File: src/design/assert_macros.svh
// Assertion macros shared by the escaped frame receiver RTL.
`ifndef ASSERT_MACROS_SVH
`define ASSERT_MACROS_SVH

`ifndef SYNTHESIS

`define ASSERT_SYNC(lbl, clk, rst_n, prop) \
    lbl: assert property (@(posedge clk) disable iff (!rst_n) prop) \
        else $error("assertion failed");

`define ASSERT_IMPL(lbl, clk, rst_n, ante, cons) \
    lbl: assert property (@(posedge clk) disable iff (!rst_n) (ante) |-> (cons)) \
        else $error("assertion failed");

`define ASSERT_NEXT(lbl, clk, rst_n, ante, cons) \
    lbl: assert property (@(posedge clk) disable iff (!rst_n) (ante) |=> (cons)) \
        else $error("assertion failed");

`else

`define ASSERT_SYNC(lbl, clk, rst_n, prop)
`define ASSERT_IMPL(lbl, clk, rst_n, ante, cons)
`define ASSERT_NEXT(lbl, clk, rst_n, ante, cons)

`endif

`endif

File: src/design/efr_pkg.sv
// Types and constants of the escaped frame receiver.
package efr_pkg;

    localparam int unsigned MAX_FRAME_DEF = 1024;

    localparam int unsigned BYTE_W = 8;
    localparam int unsigned LEN_W  = 11;
    localparam int unsigned TMO_W  = 8;
    localparam int unsigned KIND_W = 2;
    localparam int unsigned IDX_W  = 2;

    localparam logic [BYTE_W-1:0] MARK_START = 8'hD1;
    localparam logic [BYTE_W-1:0] MARK_END   = 8'hD2;
    localparam logic [BYTE_W-1:0] MARK_ESC   = 8'hD0;
    localparam logic [BYTE_W-1:0] ESC_MAXVAL = 8'd3;

    localparam logic [TMO_W-1:0] RX_TIMEOUT_RST = 8'd200;
    localparam logic [LEN_W-1:0] MAX_LEN_RST    = 11'd539;

    localparam logic [IDX_W-1:0] CFG_ENABLE     = 2'd0;
    localparam logic [IDX_W-1:0] CFG_RX_TIMEOUT = 2'd1;
    localparam logic [IDX_W-1:0] CFG_MAX_LENGTH = 2'd2;

    localparam logic [KIND_W-1:0] KIND_DATA  = 2'd0;
    localparam logic [KIND_W-1:0] KIND_CMD   = 2'd1;
    localparam logic [KIND_W-1:0] KIND_END   = 2'd2;
    localparam logic [KIND_W-1:0] KIND_ABORT = 2'd3;

    localparam int unsigned RES_FIFO_DEPTH = 4;
    localparam int unsigned PTR_W = $clog2(RES_FIFO_DEPTH);
    localparam int unsigned CNT_W = $clog2(RES_FIFO_DEPTH + 1);

    typedef struct packed {
        logic [KIND_W-1:0] kind;
        logic [BYTE_W-1:0] data;
        logic [LEN_W-1:0]  frame_length;
        logic              overflow;
        logic              last;
    } t_res;

    typedef struct packed {
        logic [1:0] cnt;
        t_res       r0;
        t_res       r1;
    } t_dec_out;

endpackage

File: src/design/efr_decode.sv
// Per-item deframing logic, frame state and configuration registers.
`include "assert_macros.svh"

module efr_decode
    import efr_pkg::*;
#(
    parameter int unsigned MAX_FRAME = MAX_FRAME_DEF
) (
    input  logic              i_clk,
    input  logic              i_rst_n,
    input  logic              i_cfg_we,
    input  logic [IDX_W-1:0]  i_cfg_index,
    input  logic [LEN_W-1:0]  i_cfg_data,
    input  logic              i_acc,
    input  logic              i_mode,
    input  logic [BYTE_W-1:0] i_byte,
    output t_dec_out          o_dec
);

    localparam int unsigned LEN_MAX = (1 << LEN_W) - 1;
    localparam logic [LEN_W-1:0] FRAME_CAP =
        (MAX_FRAME > LEN_MAX) ? LEN_W'(LEN_MAX) : LEN_W'(MAX_FRAME);

    logic              r_en;
    logic [TMO_W-1:0]  r_tmo;
    logic [LEN_W-1:0]  r_max_len;

    logic              r_in_frame, n_in_frame;
    logic [TMO_W-1:0]  r_tick_cnt, n_tick_cnt;
    logic              r_esc_pend, n_esc_pend;
    logic              r_exp_cmd, n_exp_cmd;
    logic [LEN_W-1:0]  r_raw_cnt, n_raw_cnt;
    logic [LEN_W-1:0]  r_dec_cnt, n_dec_cnt;
    logic              r_ovf, n_ovf;

    logic [LEN_W-1:0]  limit;
    logic [1:0]        cnt;
    t_res              r0, r1;

    always_ff @(posedge i_clk) begin
        if (!i_rst_n) begin
            r_en      <= 1'b0;
            r_tmo     <= RX_TIMEOUT_RST;
            r_max_len <= MAX_LEN_RST;
        end else if (i_cfg_we) begin
            case (i_cfg_index)
                CFG_ENABLE:     r_en      <= i_cfg_data[0];
                CFG_RX_TIMEOUT: r_tmo     <= i_cfg_data[TMO_W-1:0];
                CFG_MAX_LENGTH: r_max_len <= i_cfg_data;
                default: ;
            endcase
        end
    end

    assign limit = (r_max_len > FRAME_CAP) ? FRAME_CAP : r_max_len;

    always_comb begin
        n_in_frame = r_in_frame;
        n_tick_cnt = r_tick_cnt;
        n_esc_pend = r_esc_pend;
        n_exp_cmd  = r_exp_cmd;
        n_raw_cnt  = r_raw_cnt;
        n_dec_cnt  = r_dec_cnt;
        n_ovf      = r_ovf;
        cnt        = 2'd0;
        r0         = '0;
        r1         = '0;
        r0.overflow = r_ovf;
        r1.overflow = r_ovf;
        if (i_acc && r_en) begin
            if (i_mode) begin
                if (!r_in_frame) begin
                    n_tick_cnt = '0;
                end else if (r_tick_cnt > r_tmo) begin
                    cnt     = 2'd1;
                    r0.kind = KIND_ABORT;
                end else begin
                    n_tick_cnt = r_tick_cnt + TMO_W'(1);
                end
            end else if (i_byte == MARK_START) begin
                n_in_frame = 1'b1;
                n_esc_pend = 1'b0;
                n_exp_cmd  = 1'b1;
                n_raw_cnt  = '0;
                n_dec_cnt  = '0;
                n_ovf      = 1'b0;
            end else if (i_byte == MARK_END) begin
                if (r_esc_pend) begin
                    cnt             = 2'd2;
                    r0.kind         = KIND_DATA;
                    r0.data         = MARK_ESC;
                    r1.kind         = KIND_END;
                    r1.frame_length = r_dec_cnt + LEN_W'(1);
                end else begin
                    cnt             = 2'd1;
                    r0.kind         = KIND_END;
                    r0.frame_length = r_dec_cnt;
                end
            end else if (r_raw_cnt >= limit) begin
                n_ovf = 1'b1;
            end else begin
                n_raw_cnt = r_raw_cnt + LEN_W'(1);
                if (r_exp_cmd) begin
                    n_exp_cmd = 1'b0;
                    cnt       = 2'd1;
                    r0.kind   = KIND_CMD;
                    r0.data   = i_byte;
                end else if (r_esc_pend) begin
                    if (i_byte <= ESC_MAXVAL) begin
                        n_esc_pend = 1'b0;
                        n_dec_cnt  = r_dec_cnt + LEN_W'(1);
                        cnt        = 2'd1;
                        r0.data    = MARK_ESC + i_byte;
                    end else if (i_byte != MARK_ESC) begin
                        n_esc_pend = 1'b0;
                        n_dec_cnt  = r_dec_cnt + LEN_W'(2);
                        cnt        = 2'd2;
                        r0.data    = MARK_ESC;
                        r1.data    = i_byte;
                    end else begin
                        n_dec_cnt = r_dec_cnt + LEN_W'(1);
                        cnt       = 2'd1;
                        r0.data   = MARK_ESC;
                    end
                end else if (i_byte == MARK_ESC) begin
                    n_esc_pend = 1'b1;
                end else begin
                    n_dec_cnt = r_dec_cnt + LEN_W'(1);
                    cnt       = 2'd1;
                    r0.data   = i_byte;
                end
            end
            // end marker and timeout both close the frame
            if ((i_mode && r_in_frame && (r_tick_cnt > r_tmo)) ||
                (!i_mode && (i_byte == MARK_END))) begin
                n_in_frame = 1'b0;
                n_tick_cnt = '0;
                n_esc_pend = 1'b0;
                n_exp_cmd  = 1'b1;
                n_raw_cnt  = '0;
                n_dec_cnt  = '0;
                n_ovf      = 1'b0;
            end
        end
        r0.last = (cnt == 2'd1);
        r1.last = 1'b1;
    end

    always_ff @(posedge i_clk) begin
        if (!i_rst_n) begin
            r_in_frame <= 1'b0;
            r_tick_cnt <= '0;
            r_esc_pend <= 1'b0;
            r_exp_cmd  <= 1'b1;
            r_raw_cnt  <= '0;
            r_dec_cnt  <= '0;
            r_ovf      <= 1'b0;
        end else begin
            r_in_frame <= n_in_frame;
            r_tick_cnt <= n_tick_cnt;
            r_esc_pend <= n_esc_pend;
            r_exp_cmd  <= n_exp_cmd;
            r_raw_cnt  <= n_raw_cnt;
            r_dec_cnt  <= n_dec_cnt;
            r_ovf      <= n_ovf;
        end
    end

    assign o_dec = '{cnt: cnt, r0: r0, r1: r1};

    `ASSERT_SYNC(a_dec_le_raw, i_clk, i_rst_n, ({1'b0, r_dec_cnt} + {{LEN_W{1'b0}}, r_esc_pend}) <= {1'b0, r_raw_cnt})
    `ASSERT_IMPL(a_esc_after_cmd, i_clk, i_rst_n, r_esc_pend, !r_exp_cmd)
    `ASSERT_IMPL(a_ticks_in_frame, i_clk, i_rst_n, r_tick_cnt != '0, r_in_frame)
    `ASSERT_NEXT(a_off_no_change, i_clk, i_rst_n, !r_en && !i_cfg_we, r_raw_cnt == $past(r_raw_cnt) && r_in_frame == $past(r_in_frame))

endmodule

File: src/design/efr_res_fifo.sv
// Result queue taking up to two results per cycle and giving one while i_ready is high.
`include "assert_macros.svh"

module efr_res_fifo
    import efr_pkg::*;
(
    input  logic     i_clk,
    input  logic     i_rst_n,
    input  t_dec_out i_dec,
    output logic     o_room,
    output logic     o_valid,
    input  logic     i_ready,
    output t_res     o_res
);

    t_res             r_mem [RES_FIFO_DEPTH];
    logic [PTR_W-1:0] r_wr_ptr, r_rd_ptr;
    logic [CNT_W-1:0] r_cnt;
    logic             pop;

    assign pop     = o_valid && i_ready;
    assign o_valid = (r_cnt != '0);
    assign o_room  = (r_cnt <= CNT_W'(RES_FIFO_DEPTH - 2));
    assign o_res   = r_mem[r_rd_ptr];

    always_ff @(posedge i_clk) begin
        if (i_dec.cnt != 2'd0) begin
            r_mem[r_wr_ptr] <= i_dec.r0;
        end
        if (i_dec.cnt == 2'd2) begin
            r_mem[r_wr_ptr + PTR_W'(1)] <= i_dec.r1;
        end
    end

    always_ff @(posedge i_clk) begin
        if (!i_rst_n) begin
            r_wr_ptr <= '0;
            r_rd_ptr <= '0;
            r_cnt    <= '0;
        end else begin
            r_wr_ptr <= r_wr_ptr + PTR_W'(i_dec.cnt);
            r_rd_ptr <= r_rd_ptr + PTR_W'(pop);
            r_cnt    <= r_cnt + CNT_W'(i_dec.cnt) - CNT_W'(pop);
        end
    end

    `ASSERT_SYNC(a_cnt_max, i_clk, i_rst_n, r_cnt <= CNT_W'(RES_FIFO_DEPTH))
    `ASSERT_IMPL(a_push_fits, i_clk, i_rst_n, i_dec.cnt != 2'd0, (r_cnt + CNT_W'(i_dec.cnt)) <= CNT_W'(RES_FIFO_DEPTH))
    `ASSERT_NEXT(a_pop_only, i_clk, i_rst_n, pop && (i_dec.cnt == 2'd0), r_cnt == $past(r_cnt) - CNT_W'(1))

endmodule

File: src/design/escaped_frame_receiver.sv
// Top level of the escaped frame receiver: byte-stuffed frame deframer.
//
//  channel  dir  payload                                        handshake
//  s_axis   in   tdata byte_value, tuser mode                   tvalid/tready
//  m_axis   out  tdata data/frame_length/overflow, tuser kind   tvalid/tready, tlast
//  cfg      in   i_cfg_index, i_cfg_data                        i_cfg_we
//
// One input item per cycle while s_axis_tready is high, decoded in the accept
// cycle into 0..2 results; results pass a 4-entry queue and the output port
// gives one per cycle while m_axis_tready is high, so two-result items slow the
// input. s_axis_tready drops when the queue has room for fewer than two results.
// Reset is synchronous (i_rst_n low); it clears frame state and the queue.
module escaped_frame_receiver
    import efr_pkg::*;
#(
    parameter int unsigned MAX_FRAME = MAX_FRAME_DEF
) (
    input  logic              i_clk,
    input  logic              i_rst_n,
    input  logic              i_cfg_we,
    input  logic [IDX_W-1:0]  i_cfg_index,
    input  logic [LEN_W-1:0]  i_cfg_data,
    input  logic              s_axis_tvalid,
    output logic              s_axis_tready,
    input  logic [7:0]        s_axis_tdata,   // [7:0] byte_value
    input  logic              s_axis_tuser,   // [0] mode
    output logic              m_axis_tvalid,
    input  logic              m_axis_tready,
    output logic [23:0]       m_axis_tdata,   // [7:0] data, [18:8] frame_length,
                                              // [19] overflow, [23:20] zero
    output logic [1:0]        m_axis_tuser,   // [1:0] kind
    output logic              m_axis_tlast
);

    t_dec_out dec;
    t_res     res;
    logic     acc;

    assign acc = s_axis_tvalid && s_axis_tready;

    efr_decode #(
        .MAX_FRAME (MAX_FRAME)
    ) u_decode (
        .i_clk       (i_clk),
        .i_rst_n     (i_rst_n),
        .i_cfg_we    (i_cfg_we),
        .i_cfg_index (i_cfg_index),
        .i_cfg_data  (i_cfg_data),
        .i_acc       (acc),
        .i_mode      (s_axis_tuser),
        .i_byte      (s_axis_tdata),
        .o_dec       (dec)
    );

    efr_res_fifo u_res_fifo (
        .i_clk   (i_clk),
        .i_rst_n (i_rst_n),
        .i_dec   (dec),
        .o_room  (s_axis_tready),
        .o_valid (m_axis_tvalid),
        .i_ready (m_axis_tready),
        .o_res   (res)
    );

    assign m_axis_tdata = {4'b0, res.overflow, res.frame_length, res.data};
    assign m_axis_tuser = res.kind;
    assign m_axis_tlast = res.last;

endmodule

File: config.mk
export PLATFORM = sky130hd
export DESIGN_NAME = escaped_frame_receiver
export DESIGN_NICKNAME = d
export VERILOG_FILES = /design/src/design/efr_pkg.sv /design/src/design/efr_decode.sv /design/src/design/efr_res_fifo.sv /design/src/design/escaped_frame_receiver.sv
export VERILOG_INCLUDE_DIRS = /design/src /design/src/design
export SDC_FILE = /design/constraint.sdc
export NUM_CORES = 1
export LEC_CHECK = 0
export BUFFER_PORTS_ARGS = -buffer_cell sky130_fd_sc_hd__buf_2
export CAP_MARGIN = 20
export CORE_MARGIN = 4
export CORE_UTILIZATION = 40
export CTS_CLUSTER_SIZE = 30
export DETAILED_ROUTE_END_ITERATION = 8
export GPL_ROUTABILITY_DRIVEN = 0
export PLACE_DENSITY = 0.59
export SETUP_SLACK_MARGIN = 0.1
export SLEW_MARGIN = 20
export SYNTH_ARGS = -nofsm -noshare
export SYNTH_HDL_FRONTEND = slang
export SYNTH_SLANG_ARGS = --single-unit
File: constraint.sdc
create_clock -name i_clk -period 5.76 [get_ports i_clk]
set_input_delay 1.152 -clock i_clk [delete_from_list [all_inputs] [get_ports i_clk]]
set_output_delay 1.152 -clock i_clk [all_outputs]
set_load 0.005 [all_outputs]
# After elaboration in Yosys (flattened, before gate mapping)
# Memory sizes are Yosys's and may differ from the RTL's. A register that Yosys moved wholly into a read port is not among the register bits.
# Index checks and enable logic that the tools add are counted.
# W data, S select, Z words.
# classes
shift	0
n_div	0
magnitude_cmp	5
muxes	91
bitwise	0
multipliers	0
add_sub_neg	10
reduce_logical	23
n_eq_ne	14
# op_table
op	n
$mux W11	20
$mux W8	15
$mux W21	5
$mux W2	18
$mux W1	30
$eq A8 B8 Y1 const B	3
$add A11 B1 Y11 const B	2
$mux W10	2
$mux W19	1
$add A11 B2 Y11 const B	1
$ge A11 B11 Y1	1
$gt A11 B11 Y1 const B	1
$add A8 B1 Y8 const B	1
$add A8 B8 Y8 const A	1
$gt A8 B8 Y1	1
$le A8 B2 Y1 const B	1
$ne A8 B8 Y1 const B	1
$reduce_and A4 Y1	2
$logic_and A1 B1 Y1	6
$ne A3 B2 Y1 const B	2
$ne A3 B3 Y1 const B	2
$reduce_and A2 Y1	3
$reduce_and A3 Y1	2
$reduce_and A6 Y1	1
other kinds (16)	21
# word_totals
mem_bits_rw	92
latch_bits	0
out_inout_bits	29
mem_bits_ro	0
reg_bits	61
n_memories	1
wordCells	157
in_bits	27
# mem_list
name	depth	word_bits	rd	rd_ports_with_merged_regs	wr	line	rtl
u_res_fifo.r_mem	4	23	1	1	2	efr_res_fifo.sv:16	t_res r_mem [RES_FIFO_DEPTH];

# Depth between registers and ports, before layout
# Gate-level depths: netlist of the first run.
# logic_depth
ltp_word	13
depth_mapped	16
mapped_depth_nobuf	14

# Cells and area by module
# Synthesis of the first run repeated with hierarchy kept, for this count alone.
# hier_totals
hier_cells	779
hier_area_um2	9091.2
# modules_own_cells
module	instances	cells_per_inst	area_each_um2
efr_res_fifo	1	269	5078.6
efr_decode	1	504	3972.6
escaped_frame_receiver	1	6	40.0

# Least setup slack after synthesis of the first run
# No wires, ideal clock.
# synth_path
path_kind	input -> register
start	in s_axis_tdata[4]
end	mem u_res_fifo.r_mem[2][10] (netlist bit), enable pin
path_stages	11
setup_slack_ps	1004
required_time_ps	5332
n_path_buf	2
arrival_time_ps	4328
setup_ps	428
cell_sequence	inv_1 > ha_1 > a31oi_4 > a2111o_2 > nand2_2 > o41ai_2 > and2_1 > buf_6 > buf_2 > nor3_1 > o21ai_0
# synth_rtl
item	line	rtl
start: declaration	escaped_frame_receiver.sv:25	input logic [7:0] s_axis_tdata,
end: declaration	efr_res_fifo.sv:16	

# Final worst setup path of the first run
# layout_path
start	in s_axis_tdata[4]
end	reg u_res_fifo.r_cnt[2]
# layout_between
elab_chain_cells	12
# layout_rtl
item	line	rtl
branches (longest 7 deep; another with $le A8 B2 Y1)	--	
$mux W2 (*)	efr_decode.sv:80	end else if (i_byte == MARK_START) begin
$mux W2 (*)	efr_decode.sv:71	if (i_mode) begin
$mux W2 (*)	efr_decode.sv:70	if (i_acc && r_en) begin
$add A3 B2 Y3 (*)	efr_res_fifo.sv:43	r_cnt <= r_cnt + CNT_W'(i_dec.cnt) - CNT_W'(pop);
$sub A3 B1 Y3 (*)	efr_res_fifo.sv:43	
end signal: assignment	efr_res_fifo.sv:43	
end: declaration	efr_res_fifo.sv:18	logic [CNT_W-1:0] r_cnt;
# Mark *: on every way between the ends.
# A chain may end at the register's enable or synchronous reset.

==> summary.md, run 1 <==
| Metric | Value |
|---|---|
| Clk slew on worst S/H paths | 0.06 ns |
| Top post-synthesis cells by count | 120 x nand2_1, 84 x edfxtp_1, 69 x dfxtp_1, 69 x o21ai_0, 67 x nor2_1 |
| Wire length of the first global-routing pass | 36000 um |
| Max stage delay cell, worst path | and2_1 |
| # hold bufs at CTS | 0 |
| Yosys top cell area share | between 20% and 30% |
| All-Layer GR Usage | 18.87% |
| FMAX | 0.2417 GHz |
| Clock root buffer | clkbuf_16 |
| Slowest Stage Delay on Critical Path | ~0.7 ns |
| Overall power | ~2.6 mW |
| Fin util | 45.22% |
| Final hold viol count | 0 |
| Outcome | finished, final reports clean |
| Via/cell ratio | 5.681 |
| Max cap viols | 0 |
| RSZ-0062 raised after global routing | false |
| Synth Register Bits | 153 |
| Area growth syn-to-layout | 11.05% |
| Rows | 53 |
| Die height | 154.3 um |
| Startpoint types | input port |
| Final nets | ~950 |
| Worst-Margin Slew | ~0.94 ns |
| Synth Flop Type | edfxtp_1 |
| Final setup fails | 0 |
| Critical path cell sequence | buf_2 > inv_1 > ha_1 > a31oi_4 > a2111o_2 > nand2_2 > o41ai_2 > and2_1 > inv_4 > ha_1 > inv_1 > fa_1 > xnor2_1 > nor2_1 |
| Mapped Area | 8561 um^2 |
| Num CTS Buffers | 17 |
| CTS max path bufs | 2 |
| Max IR drop VDD | roughly 0.20 mV |
| Sequential share of the synthesized area | 45.60% |
| Cells taking the most area after synthesis | edfxtp_1 29%, dfxtp_1 16%, mux4_2 6.1% |
| HP Class | reg -> reg |
| Max Slew Vio Count | 0 |
| Area leader, netlist | edfxtp_1 |
| Worst Path Max Fanout | 18 |
| Leak | 3.528 nW |
| Post-synth EDFFs | 84 |
| Routed Antenna Nets | 0 |
| Fin Clk Skew | roughly 0.012 ns |
| Final instance area | 9507 um^2 |
| Worst setup EP type | register |
| H-Tree Depth | 4 |
| Detailed Routing Iterations Pass 1 | 6 |
| Worst path bufs/invs | 4 |
| Slew margin rel. | 37.08% |
| Post_cts resized | 0 |
| Period utilisation layout | 71.84% |
| Routed WL | 22080 um |
| Core area | 21020 um^2 |
| Skew-Pair Late Insertion Delay | 0.43 ns |
| Warnings, synthesis | 0 |
| Die area | 23810 um^2 |
| Cell Area, Placed | 8966 um^2 |
| Io pins | 56 |
| Share of layout cells above drive strength 1 | between 10% and 20% |
| CP delay by family, top | adder cells |
| Routed wire per std cell | 18.77 um |
| Yosys cell types | 85 |
| Antenna fix cells | 0 |
| Most common cell in the netlist | nand2_1 |
| Largest net degree at the start of global routing | 27 |
| Die Wd | 154.3 um |
| Setup_tns | 0 ns |
| Pwr dens | 269.7 nW/um^2 |
| Initial antenna violation count | 1 |
| Crit Path Class | in -> reg |
| DRC | 0 |
| Async SR Flop Fraction | 0% |
| Register-to-Register Setup Slack | 1.70 ns |
| Sink Count | 153 |
| DR iter-0 viols | 629 |
| Vias in the first global route | 6494 |
| Fillers | between 2000 and 2500 |
| Setup Fix Bufs, Post-CTS | 0 |
| Initial Util | 40.72% |
| Crit path time final | 4.138 ns |
| WP data required | 6.05 ns |
| Via count | 6681 |
| Detailed placement HPWL | 15770 um |
| CTS tree | done |
| CP arrival | between 4 and 5 ns |
| Post-Synthesis Cells | 864 |
| Synth Area per Inst | 9.908 um^2 |
| Grt ovf | 0 |
| IO buf count | 51 |
registers in the layout, indices dropped and copies added, names as in the netlist:
signal / cells
u_decode.r_in_frame: 1
u_res_fifo.r_rd_ptr: 2
u_decode.r_en: 1
u_res_fifo.r_cnt: 3
u_decode.r_max_len: 11
u_decode.r_exp_cmd: 1
u_decode.r_dec_cnt: 11
u_decode.r_raw_cnt: 11
u_decode.r_tmo: 8
u_res_fifo.r_wr_ptr: 2
u_decode.r_tick_cnt: 8
u_decode.r_ovf: 1
u_decode.r_esc_pend: 1
u_res_fifo.r_mem: 92
metal layers:
layer,track usage (%),up-vias,wire [um]
met3,3.665,29,1154
met1,25.78,3193,10210
li1,-,3246,-
met2,30.62,211,10440
met5,0,-,7
met4,5.551,2,269
final timing paths:
kind	from	to	cells past startpoint
max reg2reg	u_decode.r_max_len[10]$_SDFFE_PN0P_	u_res_fifo.r_cnt[2]$_SDFF_PN0_	14
min reg2reg	u_decode.r_max_len[6]$_SDFFE_PN0P_	u_decode.r_max_len[6]$_SDFFE_PN0P_	2
max	s_axis_tdata[4]	u_res_fifo.r_cnt[2]$_SDFF_PN0_	14
min	u_decode.r_max_len[6]$_SDFFE_PN0P_	u_decode.r_max_len[6]$_SDFFE_PN0P_	2
where the power goes:
group	switching [mW]	leakage [nW]	total (mW)	internal, mW
clock network	0.481	0.263	1.04	0.559
registers	0.0600	1.40	1.23	1.17
logic	0.130	1.86	0.298	0.168
total	0.671	3.53	2.56	1.89
layout make-up:
class                   count  area (um^2)  share of cell area (%)
well taps                 275        344.1                   3.619
flip-flops and latches    153         3905                   41.08
multi-input cells         629         4298                   45.21
clock buffers              17        425.4                   4.475
inverters                  31        118.9                   1.250
clock inverters            14        115.1                   1.211
repair buffers             57        300.3                   3.159
placed cells by master (no fill, tap or decap), types with 6 or more instances in the layout:
cell type | netlist | final
nand2_1 | 120 | 120
nand3_1 | 31 | 31
nor2_1 | 67 | 67
o22ai_1 | 14 | 14
xnor2_1 | 17 | 17
xor2_1 | 10 | 10
o21ai_0 | 69 | 68
mux4_2 | 23 | 23
inv_1 | 25 | 25
buf_4 | 4 | 6
a21o_1 | 7 | 7
and3_1 | 15 | 15
clkbuf_16 | 0 | 17
edfxtp_1 | 84 | 84
and2_1 | 12 | 12
mux2i_1 | 8 | 8
buf_2 | 6 | 51
o31ai_1 | 16 | 16
ha_1 | 32 | 32
dfxtp_1 | 69 | 68
a21oi_1 | 43 | 41
nor3_1 | 14 | 14
nand4_1 | 12 | 12
or3_1 | 7 | 7
tightest hold or removal path, cell delays in order, from the launching register on:
cell	delay, ns
dfxtp_1	0.31
nand2_1	0.05
a21oi_1	0.05
cell families after synthesis:
logic type,after synthesis,share of synthesized area [%]
AND/OR/NAND/NOR,312,17.51
AO/OA/AOI/OAI,221,17.55
flip-flops,153,45.60
buffers and inverters,85,4.458
adder cells (fa/ha/maj),33,4.911
multiplexers,32,7.162
XOR/XNOR,27,2.762
other,1,0.04380
metrics by stage:
step                      cells  hold slack, ns  setup WS (ns)
after floorplan             867          0.4328          1.004
after global placement     1145          0.4457          1.279
after detailed placement   1145          0.4508          1.211
after CTS                  1176          0.4605          1.645
after global routing       1176          0.4734          1.399
final                      1176          0.4604          1.622
No activity file was read; power rests on OpenSTA's default activity.
==> run 2: changes to the inputs <==
clock period = 4.2 ns   (was 5.76 ns; I/O delays follow)
==> summary.md, run 2 (synthesis gave the netlist of run 1 again) <==
| Metric | Value |
|---|---|
| Fin util | 45.90% |
| Detailed Routing Iterations Pass 1 | 5 |
| Max stage delay cell, worst path | o41ai_4 |
| Psw | just under 1 mW |
| Most Frequent Cell on Critical Path | nor2_1 |
| Worst setup EP type | register |
| Num CTS Buffers | 17 |
| Sink Count | about 150 |
| Vias in the first global route | between 6000 and 7000 |
| RSZ-0062 raised after global routing | false |
| Post_cts resized | 0 |
| CTS tree | done |
| Share of layout cells above drive strength 1 | 17.12% |
| Skew-Pair Late Insertion Delay | 0.43 ns |
| Power share of the combinational group | a little under an eighth |
| Max IR drop VDD | approximately 0.27 mV |
| Final hold viol count | 0 |
| Int Power | 2.734 mW |
| Crit path time final | around 3.5 ns |
| Startpoint types | register |
| Worst Path Max Fanout | 10 |
| Initial antenna violation count | 1 |
| Pwr dens | 382.9 nW/um^2 |
| Clock Power Share | 43.1% |
| Top reg by flops | u_res_fifo.r_mem |
| Routed Antenna Nets | 0 |
| Via/cell ratio | 5.734 |
| Final setup fails | 0 |
| Largest net degree at the start of global routing | 27 |
| Clock root buffer | clkbuf_16 |
| All-Layer GR Usage | a little under a fifth |
| H-Tree Depth | 4 |
| CTS max path bufs | 2 |
| Flop pwr share | a little under half |
| Slew margin rel. | 38.87% |
| CP arrival | 3.86 ns |
| Setup_tns | 0 ns |
| Period utilisation layout | between 80% and 90% |
| Setup Fix Bufs, Post-CTS | 0 |
| Via count | 6800 |
| Routed wire per std cell | 18.64 um |
| Routed WL | 22100 um |
| HP Class | reg -> reg |
| Hold Slack | 0.4610 ns |
| Antenna fix cells | 0 |
| DR iter-0 viols | 618 |
| Most frequent cells in the layout | 120 x nand2_1, 84 x edfxtp_1, 68 x o21ai_0, 68 x dfxtp_1, 67 x nor2_1 |
| Overall power | 3.695 mW |
| Area growth syn-to-layout | 12.70% |
| Worst-Margin Slew | 0.9170 ns |
| Io pins | 56 |
| Grt ovf | 0 |
| Wire length of the first global-routing pass | between 30000 and 40000 um |
| IO buf count | 51 |
| Fin Clk Skew | 0.01020 ns |
| DRC | 0 |
| Outcome | finished, final reports clean |
| Fillers | 2007 |
| Leak | about 3.6 nW |
| # hold bufs at CTS | 0 |
| Critical path cell sequence | clkinv_1 > ha_1 > nand3_1 > o41ai_4 > nor2_1 > o211a_2 > nor2_1 > inv_1 > ha_1 > fa_1 > xnor2_1 > nor2_1 |
| Final nets | around 960 |
| Largest register FFs | 92 |
| WP data required | 4.51 ns |
| Detailed placement HPWL | 15740 um |
| Max cap viols | 0 |
| Switch share | between 20 and 30% |
| Max Slew Vio Count | 0 |
| Crit Path Class | reg -> reg |
| Slowest Stage Delay on Critical Path | 0.65 ns |
| Rows | 53 |
| Initial Util | about two fifths |
| Die height | 154.3 um |
| FMAX | 0.2821 GHz |
| Die Wd | 154.3 um |
| Commonest non-fill, non-tap cell in the layout | nand2_1 |
| Core area | 21020 um^2 |
| Die area | about 24000 um^2 |
| Clk slew on worst S/H paths | ~0.06 ns |
==> run 2: changes by cell type in the layout (fill, tap and decap cells not counted), sizes merged <==
cell	delta
buf	+9
clkinv	-4
inv	+3
bufinv	+2
==> run 2: layout make-up <==
cell class	count	area [um^2]	area share [%]
Tap cell	275	344.1	3.566
Clock inverter	15	176.4	1.829
Multi-Input combinational cell	629	4298	44.55
Sequential cell	153	3905	40.47
Inverter	31	118.9	1.232
Clock buffer	17	425.4	4.409
Timing Repair Buffer	66	380.4	3.942
==> run 2: metal layers <==
| layer | part of all wire (%) | global-route usage [%] |
|---|---|---|
| met3 | 6.5 | 4.757 |
| met5 | 0.050 | 0 |
| met1 | 44 | 24.61 |
| met4 | 1.8 | 5.635 |
| met2 | 48 | 31.36 |
==> run 2: critical path: cells and delay by family (launching register included) <==
| family | cells | cell delay [ns] |
|---|---|---|
| compound gates | 2 | 0.91 |
| simple gates | 4 | 0.67 |
| flops | 1 | 0.35 |
| xor+xnor | 1 | 0.17 |
| buf+inv | 2 | 0.36 |
| fa+ha+maj | 3 | 0.97 |
==> run 2: through the flow <==
stage	std cells	instance area, um^2	setup WS, ns
floorplan	867	8572	0.2488
global placement	1154	9046	0.5351
detailed placement	1154	9046	0.4431
CTS	1186	9648	0.6550
global route	1186	9648	0.3532
finish	1186	9648	0.6552
==> run 2: power by group through the flow <==
stage | Combinational [mW] | Sequential [mW] | Clock, mW
6_report | 0.418 | 1.68 | 1.59
5_1_grt | 0.472 | 1.70 | 1.69
4_1_cts | 0.429 | 1.69 | 1.61
3_5_place_dp | 0.426 | 1.72 | 0
3_3_place_gp | 0.422 | 1.72 | 0
2_1_floorplan | 0.345 | 1.65 | 0
==> run 2: path summary, 6_finish.rpt <==
path                                                           from                                 end  slack [ns]  depth (start not counted)
worst min-delay path             u_decode.r_max_len[6]$_SDFFE_PN0P_  u_decode.r_max_len[6]$_SDFFE_PN0P_        0.46                          2
worst max-delay path            u_decode.r_max_len[10]$_SDFFE_PN0P_      u_res_fifo.r_cnt[2]$_SDFF_PN0_        0.66                         12
worst max register to register  u_decode.r_max_len[10]$_SDFFE_PN0P_      u_res_fifo.r_cnt[2]$_SDFF_PN0_        0.66                         12
worst min register to register   u_decode.r_max_len[6]$_SDFFE_PN0P_  u_decode.r_max_len[6]$_SDFFE_PN0P_        0.46                          2
